===== src/rtl/core/plc_pkg.sv =====
// ----------------------------------------------------------------------------
// plc_pkg
// Shared types and constants for the pack handle LRU cache: table size,
// field widths, result status codes and the controller/datapath link.
// ----------------------------------------------------------------------------
package plc_pkg;

	// Table geometry
	localparam int SLOTS = 8;
	localparam int IDX_W = (SLOTS > 1) ? $clog2(SLOTS) : 1;
	localparam int CNT_W = $clog2(SLOTS + 1);

	// Field widths
	localparam int DETAIL_W = 2;
	localparam int BLOCK_W  = 32;
	localparam int STAMP_W  = 32;
	localparam int STATUS_W = 3;
	localparam int SLOT_W   = 3;

	// Result status codes
	typedef enum logic [STATUS_W-1:0] {
		ST_HIT     = 3'd0,
		ST_FILL    = 3'd1,
		ST_REPLACE = 3'd2,
		ST_NOFILE  = 3'd3,
		ST_FLUSH   = 3'd4
	} status_t;

	// Commands from the controller to the datapath
	typedef struct packed {
		logic load;         // capture the incoming item
		logic commit_cmp;   // finish a hit, fill, no-file or flush
		logic scan_start;   // seed the oldest-entry scan with slot 0
		logic scan_step;    // compare one more stamp
		logic commit_repl;  // replace the oldest entry
	} ctl_cmd_t;

	// Status from the datapath to the controller
	typedef struct packed {
		logic need_scan;    // miss on a full table with the file available
		logic scan_last;    // scan is at the last slot
		logic out_busy;     // result register holds an item not yet taken
	} dp_sts_t;

endpackage


===== src/rtl/core/pack_handle_lru_cache.sv =====
// ----------------------------------------------------------------------------
// pack_handle_lru_cache
// Fully associative handle cache keyed by (detail, block index) with
// least-recently-used replacement.
// ----------------------------------------------------------------------------
// Each item is a lookup (cmd 0) or a flush (cmd 1) and yields exactly one
// result. Hits, fills of an empty slot, file-missing misses and flushes go
// through acceptance of the item and the parallel key compare over all
// slots. A miss on a full table then runs the age scan, which reads one
// stored stamp per cycle to find the least recently used entry, before the
// replacement is committed. The result sits in an output register, so the
// next item is accepted while an earlier result still waits to be taken;
// the block only holds when a new result is ready and that register is full.
// ----------------------------------------------------------------------------
module pack_handle_lru_cache (
	input  logic                         clk,
	input  logic                         arst_n,
	input  logic                         in_valid,
	output logic                         in_stall,
	input  logic                         cmd,
	input  logic [plc_pkg::DETAIL_W-1:0] detail,
	input  logic [plc_pkg::BLOCK_W-1:0]  block_index,
	input  logic                         file_ok,
	output logic                         out_valid,
	input  logic                         out_stall,
	output logic [plc_pkg::STATUS_W-1:0] status,
	output logic [plc_pkg::SLOT_W-1:0]   slot,
	output logic [plc_pkg::DETAIL_W-1:0] evicted_detail,
	output logic [plc_pkg::BLOCK_W-1:0]  evicted_block
);

	plc_pkg::ctl_cmd_t ctl_cmd;
	plc_pkg::dp_sts_t  dp_sts;

	plc_ctrl u_ctrl (
		.clk      (clk),
		.arst_n   (arst_n),
		.in_valid (in_valid),
		.in_stall (in_stall),
		.sts      (dp_sts),
		.cmd      (ctl_cmd)
	);

	plc_dp u_dp (
		.clk            (clk),
		.arst_n         (arst_n),
		.cmd            (ctl_cmd),
		.sts            (dp_sts),
		.cmd_in         (cmd),
		.detail         (detail),
		.block_index    (block_index),
		.file_ok        (file_ok),
		.out_valid      (out_valid),
		.out_stall      (out_stall),
		.status         (status),
		.slot           (slot),
		.evicted_detail (evicted_detail),
		.evicted_block  (evicted_block)
	);

endmodule


===== src/rtl/core/plc_ctrl.sv =====
// ----------------------------------------------------------------------------
// plc_ctrl
// Sequencer for the cache: accepts one item, runs the key compare, walks
// the stamps on a replacement and hands the result to the output register.
// ----------------------------------------------------------------------------
module plc_ctrl (
	input  logic              clk,
	input  logic              arst_n,
	input  logic              in_valid,
	output logic              in_stall,
	input  plc_pkg::dp_sts_t  sts,
	output plc_pkg::ctl_cmd_t cmd
);

	typedef enum logic [3:0] {
		S_IDLE = 4'b0001,
		S_CMP  = 4'b0010,
		S_SCAN = 4'b0100,
		S_REPL = 4'b1000
	} state_t;

	state_t state_q, state_d;

	// Next state and commands
	always_comb begin
		state_d  = state_q;
		cmd      = '0;
		in_stall = 1'b1;
		case (state_q)
			S_IDLE: begin
				in_stall = 1'b0;
				if (in_valid) begin
					cmd.load = 1'b1;
					state_d  = S_CMP;
				end
			end
			S_CMP: begin
				if (sts.need_scan) begin
					cmd.scan_start = 1'b1;
					state_d        = S_SCAN;
				end else if (!sts.out_busy) begin
					cmd.commit_cmp = 1'b1;
					state_d        = S_IDLE;
				end
			end
			S_SCAN: begin
				cmd.scan_step = 1'b1;
				if (sts.scan_last) begin
					state_d = S_REPL;
				end
			end
			S_REPL: begin
				if (!sts.out_busy) begin
					cmd.commit_repl = 1'b1;
					state_d         = S_IDLE;
				end
			end
			default: begin
				state_d = S_IDLE;
			end
		endcase
	end

	// State register
	always_ff @(posedge clk or negedge arst_n) begin
		if (!arst_n) begin
			state_q <= S_IDLE;
		end else begin
			state_q <= state_d;
		end
	end

endmodule


===== src/rtl/core/plc_dp.sv =====
// ----------------------------------------------------------------------------
// plc_dp
// Datapath for the cache: item registers, key and stamp table, access
// counter, parallel key compare, one-stamp-per-cycle age scan and the
// result register.
// ----------------------------------------------------------------------------
module plc_dp (
	input  logic                               clk,
	input  logic                               arst_n,
	input  plc_pkg::ctl_cmd_t                  cmd,
	output plc_pkg::dp_sts_t                   sts,
	input  logic                               cmd_in,
	input  logic [plc_pkg::DETAIL_W-1:0]       detail,
	input  logic [plc_pkg::BLOCK_W-1:0]        block_index,
	input  logic                               file_ok,
	output logic                               out_valid,
	input  logic                               out_stall,
	output logic [plc_pkg::STATUS_W-1:0]       status,
	output logic [plc_pkg::SLOT_W-1:0]         slot,
	output logic [plc_pkg::DETAIL_W-1:0]       evicted_detail,
	output logic [plc_pkg::BLOCK_W-1:0]        evicted_block
);

	// Captured item
	logic                         flush_q;
	logic [plc_pkg::DETAIL_W-1:0] detail_q;
	logic [plc_pkg::BLOCK_W-1:0]  block_q;
	logic                         file_ok_q;

	// Table and bookkeeping
	logic [plc_pkg::DETAIL_W-1:0] ent_detail_q [plc_pkg::SLOTS];
	logic [plc_pkg::BLOCK_W-1:0]  ent_block_q  [plc_pkg::SLOTS];
	logic [plc_pkg::STAMP_W-1:0]  ent_stamp_q  [plc_pkg::SLOTS];
	logic [plc_pkg::CNT_W-1:0]    filled_q;
	logic [plc_pkg::STAMP_W-1:0]  counter_q;

	// Scan state
	logic [plc_pkg::IDX_W-1:0]    scan_idx_q;
	logic [plc_pkg::IDX_W-1:0]    best_idx_q;
	logic [plc_pkg::STAMP_W-1:0]  best_age_q;
	logic [plc_pkg::STAMP_W-1:0]  scan_age;

	// Result register
	logic                         out_valid_q;
	logic [plc_pkg::STATUS_W-1:0] status_q;
	logic [plc_pkg::SLOT_W-1:0]   slot_q;
	logic [plc_pkg::DETAIL_W-1:0] ev_detail_q;
	logic [plc_pkg::BLOCK_W-1:0]  ev_block_q;

	// Compare and write control
	logic [plc_pkg::SLOTS-1:0]    hit_vec;
	logic                         hit_any;
	logic [plc_pkg::IDX_W-1:0]    hit_idx;
	logic                         full;
	logic                         do_hit;
	logic                         do_fill;
	logic                         wr_key;
	logic                         wr_en;
	logic [plc_pkg::IDX_W-1:0]    wr_idx;

	// Compare the item key against every slot in use
	always_comb begin
		for (int i = 0; i < plc_pkg::SLOTS; i++) begin
			hit_vec[i] = (plc_pkg::CNT_W'(i) < filled_q) &&
				(ent_detail_q[i] == detail_q) && (ent_block_q[i] == block_q);
		end
	end

	// Pick the lowest matching slot
	always_comb begin
		hit_any = 1'b0;
		hit_idx = '0;
		for (int i = plc_pkg::SLOTS - 1; i >= 0; i--) begin
			if (hit_vec[i]) begin
				hit_any = 1'b1;
				hit_idx = plc_pkg::IDX_W'(i);
			end
		end
	end

	assign full     = (filled_q == plc_pkg::CNT_W'(plc_pkg::SLOTS));
	assign scan_age = counter_q - ent_stamp_q[scan_idx_q];

	// Status toward the controller
	assign sts.need_scan = !flush_q && !hit_any && file_ok_q && full;
	assign sts.scan_last = (scan_idx_q == plc_pkg::IDX_W'(plc_pkg::SLOTS - 1));
	assign sts.out_busy  = out_valid_q && out_stall;

	// Select the table write
	always_comb begin
		do_hit  = cmd.commit_cmp && !flush_q && hit_any;
		do_fill = cmd.commit_cmp && !flush_q && !hit_any && file_ok_q && !full;
		wr_en   = do_hit || do_fill || cmd.commit_repl;
		wr_key  = do_fill || cmd.commit_repl;
		if (do_hit) begin
			wr_idx = hit_idx;
		end else if (do_fill) begin
			wr_idx = plc_pkg::IDX_W'(filled_q);
		end else begin
			wr_idx = best_idx_q;
		end
	end

	// Capture the item
	always_ff @(posedge clk) begin
		if (cmd.load) begin
			flush_q   <= cmd_in;
			detail_q  <= detail;
			block_q   <= block_index;
			file_ok_q <= file_ok;
		end
	end

	// Write keys and stamps
	always_ff @(posedge clk) begin
		if (wr_en) begin
			ent_stamp_q[wr_idx] <= counter_q;
			if (wr_key) begin
				ent_detail_q[wr_idx] <= detail_q;
				ent_block_q[wr_idx]  <= block_q;
			end
		end
	end

	// Advance the access counter and track the fill level
	always_ff @(posedge clk or negedge arst_n) begin
		if (!arst_n) begin
			counter_q <= '0;
			filled_q  <= '0;
		end else begin
			if (cmd.load && !cmd_in) begin
				counter_q <= counter_q + 1'b1;
			end
			if (cmd.commit_cmp && flush_q) begin
				filled_q <= '0;
			end else if (do_fill) begin
				filled_q <= filled_q + 1'b1;
			end
		end
	end

	// Walk the stamps, keep the oldest; ties stay with the lower slot
	always_ff @(posedge clk) begin
		if (cmd.scan_start) begin
			scan_idx_q <= plc_pkg::IDX_W'(1);
			best_idx_q <= '0;
			best_age_q <= counter_q - ent_stamp_q[0];
		end else if (cmd.scan_step) begin
			scan_idx_q <= scan_idx_q + 1'b1;
			if (scan_age > best_age_q) begin
				best_idx_q <= scan_idx_q;
				best_age_q <= scan_age;
			end
		end
	end

	// Result valid: set on commit, drop when taken
	always_ff @(posedge clk or negedge arst_n) begin
		if (!arst_n) begin
			out_valid_q <= 1'b0;
		end else if (cmd.commit_cmp || cmd.commit_repl) begin
			out_valid_q <= 1'b1;
		end else if (!out_stall) begin
			out_valid_q <= 1'b0;
		end
	end

	// Result payload
	always_ff @(posedge clk) begin
		if (cmd.commit_repl) begin
			status_q    <= plc_pkg::ST_REPLACE;
			slot_q      <= plc_pkg::SLOT_W'(best_idx_q);
			ev_detail_q <= ent_detail_q[best_idx_q];
			ev_block_q  <= ent_block_q[best_idx_q];
		end else if (cmd.commit_cmp) begin
			ev_detail_q <= '0;
			ev_block_q  <= '0;
			if (flush_q) begin
				status_q <= plc_pkg::ST_FLUSH;
				slot_q   <= '0;
			end else if (hit_any) begin
				status_q <= plc_pkg::ST_HIT;
				slot_q   <= plc_pkg::SLOT_W'(hit_idx);
			end else if (!file_ok_q) begin
				status_q <= plc_pkg::ST_NOFILE;
				slot_q   <= '0;
			end else begin
				status_q <= plc_pkg::ST_FILL;
				slot_q   <= plc_pkg::SLOT_W'(filled_q);
			end
		end
	end

	assign out_valid      = out_valid_q;
	assign status         = status_q;
	assign slot           = slot_q;
	assign evicted_detail = ev_detail_q;
	assign evicted_block  = ev_block_q;

endmodule


===== config.mk =====
export PLATFORM = sky130hd
export DESIGN_NAME = pack_handle_lru_cache
export DESIGN_NICKNAME = d
export VERILOG_FILES = /design/src/rtl/core/plc_pkg.sv /design/src/rtl/core/pack_handle_lru_cache.sv /design/src/rtl/core/plc_ctrl.sv /design/src/rtl/core/plc_dp.sv
export SDC_FILE = /design/constraint.sdc
export NUM_CORES = 1
export LEC_CHECK = 0
export BUFFER_PORTS_ARGS = -buffer_cell sky130_fd_sc_hd__buf_2
export CAP_MARGIN = 5
export CORE_MARGIN = 3
export CORE_UTILIZATION = 30
export DETAILED_ROUTE_END_ITERATION = 6
export SLEW_MARGIN = 30
export SYNTH_ARGS = -nofsm -noshare
export SYNTH_HDL_FRONTEND = slang
export SYNTH_SLANG_ARGS = --single-unit

===== constraint.sdc =====
create_clock -name clk -period 6.4 [get_ports clk]
set_clock_uncertainty 0.2 [all_clocks]
set_input_delay 1.28 -clock clk [delete_from_list [all_inputs] [get_ports clk]]
set_output_delay 1.28 -clock clk [all_outputs]
set_load 0.01 [all_outputs]

==> run metrics <==
nets=roughly 2600; Rel. slew slack=0.310; # DRC=0; Hold Worst Slack=about 320 ps; worst slack, placed=~170 ps; fin cells=3974; critical path required time=6570 ps; CTS clk-pin slew, worst paths=around 60 ps; first-pass GRT wire length=139 mm; status=complete, no violations; grt ovf=0; Peak VDD IR=roughly 200 uV; Core Box Area=111000 sq um; Placed Cells=approximately 3800; final hold viol count=0; hold depth=2; clock power share=0.357; Post-Syn Nets=~2400; max incr delay on CP=510 ps; DP HPWL=between 60 and 70 mm; worst skew pair latency=630 ps; Worst Path Arrival=roughly 6200 ps; largest net degree at the start of global routing=44; GRT met2 Usage=0.233; setup slack, reg-to-reg=roughly 340 ps; Vias=a little over 20000; Max Fclk=between 150 and 200 MHz; Period minus WS final=between 6000 and 7000 ps; Setup crit end kind=register; Placed Area=36200 sq um; final wirelength=around 94 mm; IO Count=82; CTS tree=done; setup TNS=0 ps; synthesized area=about 34000 sq um; chip height=about 340 um; worst-path cell with the longest stage delay=mux4_2; M3 GR Usage=0.0268; Cells after Synth=approximately 2300; Synth Flop Type=edfxtp_1; final setup margin=340 ps; Buffers on Ports=81; most frequent cells in the layout=633 x edfxtp_1, 235 x xnor2_1, 132 x mux4_2; Final Max Slew Viols=0; die footprint=117000 sq um; CTS Sinks=about 690; Switching Share=0.283; post-DR wirelength/cell=23.6 um; GRT Overall Usage=0.160; pwr/cell area=317 nW/um^2; Flop pwr share=0.453; leakage=approximately 13 nW; die span in x=342 um; number of synthesized flops with an enable pin=roughly 630; initial DRC count=between 2000 and 2500; CP cell instances=buf_12, mux4_2, mux2i_1, ha_1, nand2_1, o21ai_0, nor3_1, a21oi_1, a311oi_2, o21ai_0, a21oi_1, xnor2_1, ha_1, a21o_1, a21o_1, a21o_1, a21o_1, a211oi_1, o21ai_0, a2111o_1, a21o_2, buf_4; Async SR Flop Fraction=0.0595; r2r worst-path depth=22; final instance area=around 39000 sq um; antenna diode count=0; vias in the first global route=around 20000; CP startpoint kind=register; clock root cell=clkbuf_16; M1 GR Usage=0.246; Hold WC Path Type=register to register; worst slew pin tran=just over 1000 ps; Vias/cell=around 5; Ys Warns=0; gpl congestion=0.949; Buf/Inv on CP=2; Syn-to-layout area delta=14.4%; flops & latches, synth=689; combinational share of power=0.190; Seq/Total Area, Yosys=0.600; first-pass iteration count of the detailed router=5; Mean Syn Cell Area=roughly 15 sq um; CP top delay family=compound AO/OA/AOI/OAI gates; antenna-violating nets left=0; Distinct cells, synth=75; Crit path depth=22; switching power=~3.5 mW; critical path class=register to register; CTS hold repair buffers=0; maxcap violations=0; final core utilization=0.348; H-tree levels=3; row cnt=122; final worst-path cycle share=0.947; initial antenna violation count=1; RSZ-0062 raised after global routing=no; share of cells above drive strength 1=0.182; Final Setup Violations=0; Initial Utilization=0.304; Int Power=about 8.8 mW; Power, Total=12.3 mW; Max clock buf depth=3; Worst path most repeated cell=a21o_1; most common cell after layout, fill and taps aside=edfxtp_1; crit-path max FO=20; Num CTS Buffers=a little under 80; gr busiest metal=met1
[flip-flops by register name (all words and copies together), names as in the netlist, named ones only]
| register | count |
|---|---|
| u_ctrl.state_q | 4 |
| u_dp.file_ok_q | 1 |
| u_dp.counter_q | 32 |
| u_dp.filled_q | 4 |
| u_dp.block_q | 32 |
| u_dp.slot | 3 |
| u_dp.detail_q | 2 |
| u_dp.best_idx_q | 3 |
| u_dp.evicted_block | 32 |
| u_dp.flush_q | 1 |
| u_dp.status | 3 |
| u_dp.out_valid | 1 |
| u_dp.ent_block_q | 256 |
| u_dp.ent_stamp_q | 256 |
| u_dp.ent_detail_q | 16 |
| u_dp.evicted_detail | 2 |
| u_dp.best_age_q | 32 |
| u_dp.scan_idx_q | 3 |
[final timing paths]
path                                          from             endpoint
max in group asynchronous                   arst_n    u_dp.counter_q[2]
worst min-delay path            u_dp.scan_idx_q[1]             register
worst max-delay path                      register  u_dp.best_age_q[12]
worst min register to register  u_dp.scan_idx_q[1]             register
worst max register to register            register  u_dp.best_age_q[12]
min in group asynchronous                   arst_n   u_dp.counter_q[13]
[power groups by stage]
stage,combinational [mW],clock (mW),sequential [mW]
after CTS,2.31,4.48,5.57
after global placement,2.29,0,5.66
after detailed placement,2.29,0,5.66
after floorplan,1.70,0,5.44
after global routing,2.54,4.65,5.60
final,2.33,4.38,5.57
[worst register-to-register path, stage by stage, from the launching register on]
cell,delay (ps)
dfxtp_4,430
buf_12,200
mux4_2,520
mux2i_1,230
ha_1,330
nand2_1,170
o21ai_0,160
nor3_1,270
a21oi_1,160
a311oi_2,380
o21ai_0,140
a21oi_1,180
xnor2_1,160
ha_1,270
a21o_1,160
a21o_1,170
a21o_1,160
a21o_1,170
a211oi_1,210
o21ai_0,160
a2111o_1,490
a21o_2,240
buf_4,220
[area by class of cell]
| type | count | area, sq um |
|---|---|---|
| Tap cell | 1488 | 1860 |
| Timing Repair Buffer | 135 | 843 |
| Sequential cell | 689 | 20400 |
| Multi-Input combinational cell | 1438 | 12900 |
| Clock buffer | 99 | 2130 |
| Fill cell | 10600 | 72500 |
| Clock inverter | 36 | 338 |
| Inverter | 89 | 337 |
[Yosys cell counts (all sizes together) (4+ instances only)]
cell type	number	area [sq um]
clkbuf	41	164
and3	24	150
mux4	132	2970
o21a	7	52.6
and2	5	31.3
nor2	102	383
nor3	41	210
a31oi	11	68.8
a21oi	76	380
a2111o	4	45.0
a211o	4	35.0
nor4	52	325
nand2	70	263
nand3b	4	30.0
mux2	29	327
o21bai	6	45.0
nand2b	23	144
a2111oi	4	35.0
dfrtp	40	1000
xnor2	235	2060
o21ai	42	210
o22ai	4	25.0
or2	10	62.6
buf	50	261
and4	9	78.8
o2111ai	4	35.0
nor4b	7	67.6
xor2	124	1090
o211ai	6	45.0
edfxtp	633	19000
nand3	37	190
inv	89	334
or3	8	50.1
ha	99	1240
a41oi	5	43.8
dfxtp	15	300
nor2b	17	106
a211oi	14	105
nand4	71	444
mux2i	71	711
a21o	40	300
[metal layers]
metal / wire [um] / part of all wire / vias to the layer above
met5: 0 / 0 / -
met4: 2120 / 0.023 / 0
met3: 7020 / 0.075 / 130
met2: 40300 / 0.43 / 767
met1: 44500 / 0.47 / 10400
li1: - / - / 9127
[cells by family after synthesis]
family	count (synthesis)	synth area share
simple gates	493	0.0787
xor+xnor	359	0.0928
fa+ha+maj	101	0.0378
compound gates	253	0.0493
flops	689	0.600
buf+inv	180	0.0224
mux	232	0.118
[timing repair]
action,CTS,global route
buffers inserted,0,3
resized for setup,0,6
endpoints found under the setup margin,0,38
(Power assumes the default switching activity.)
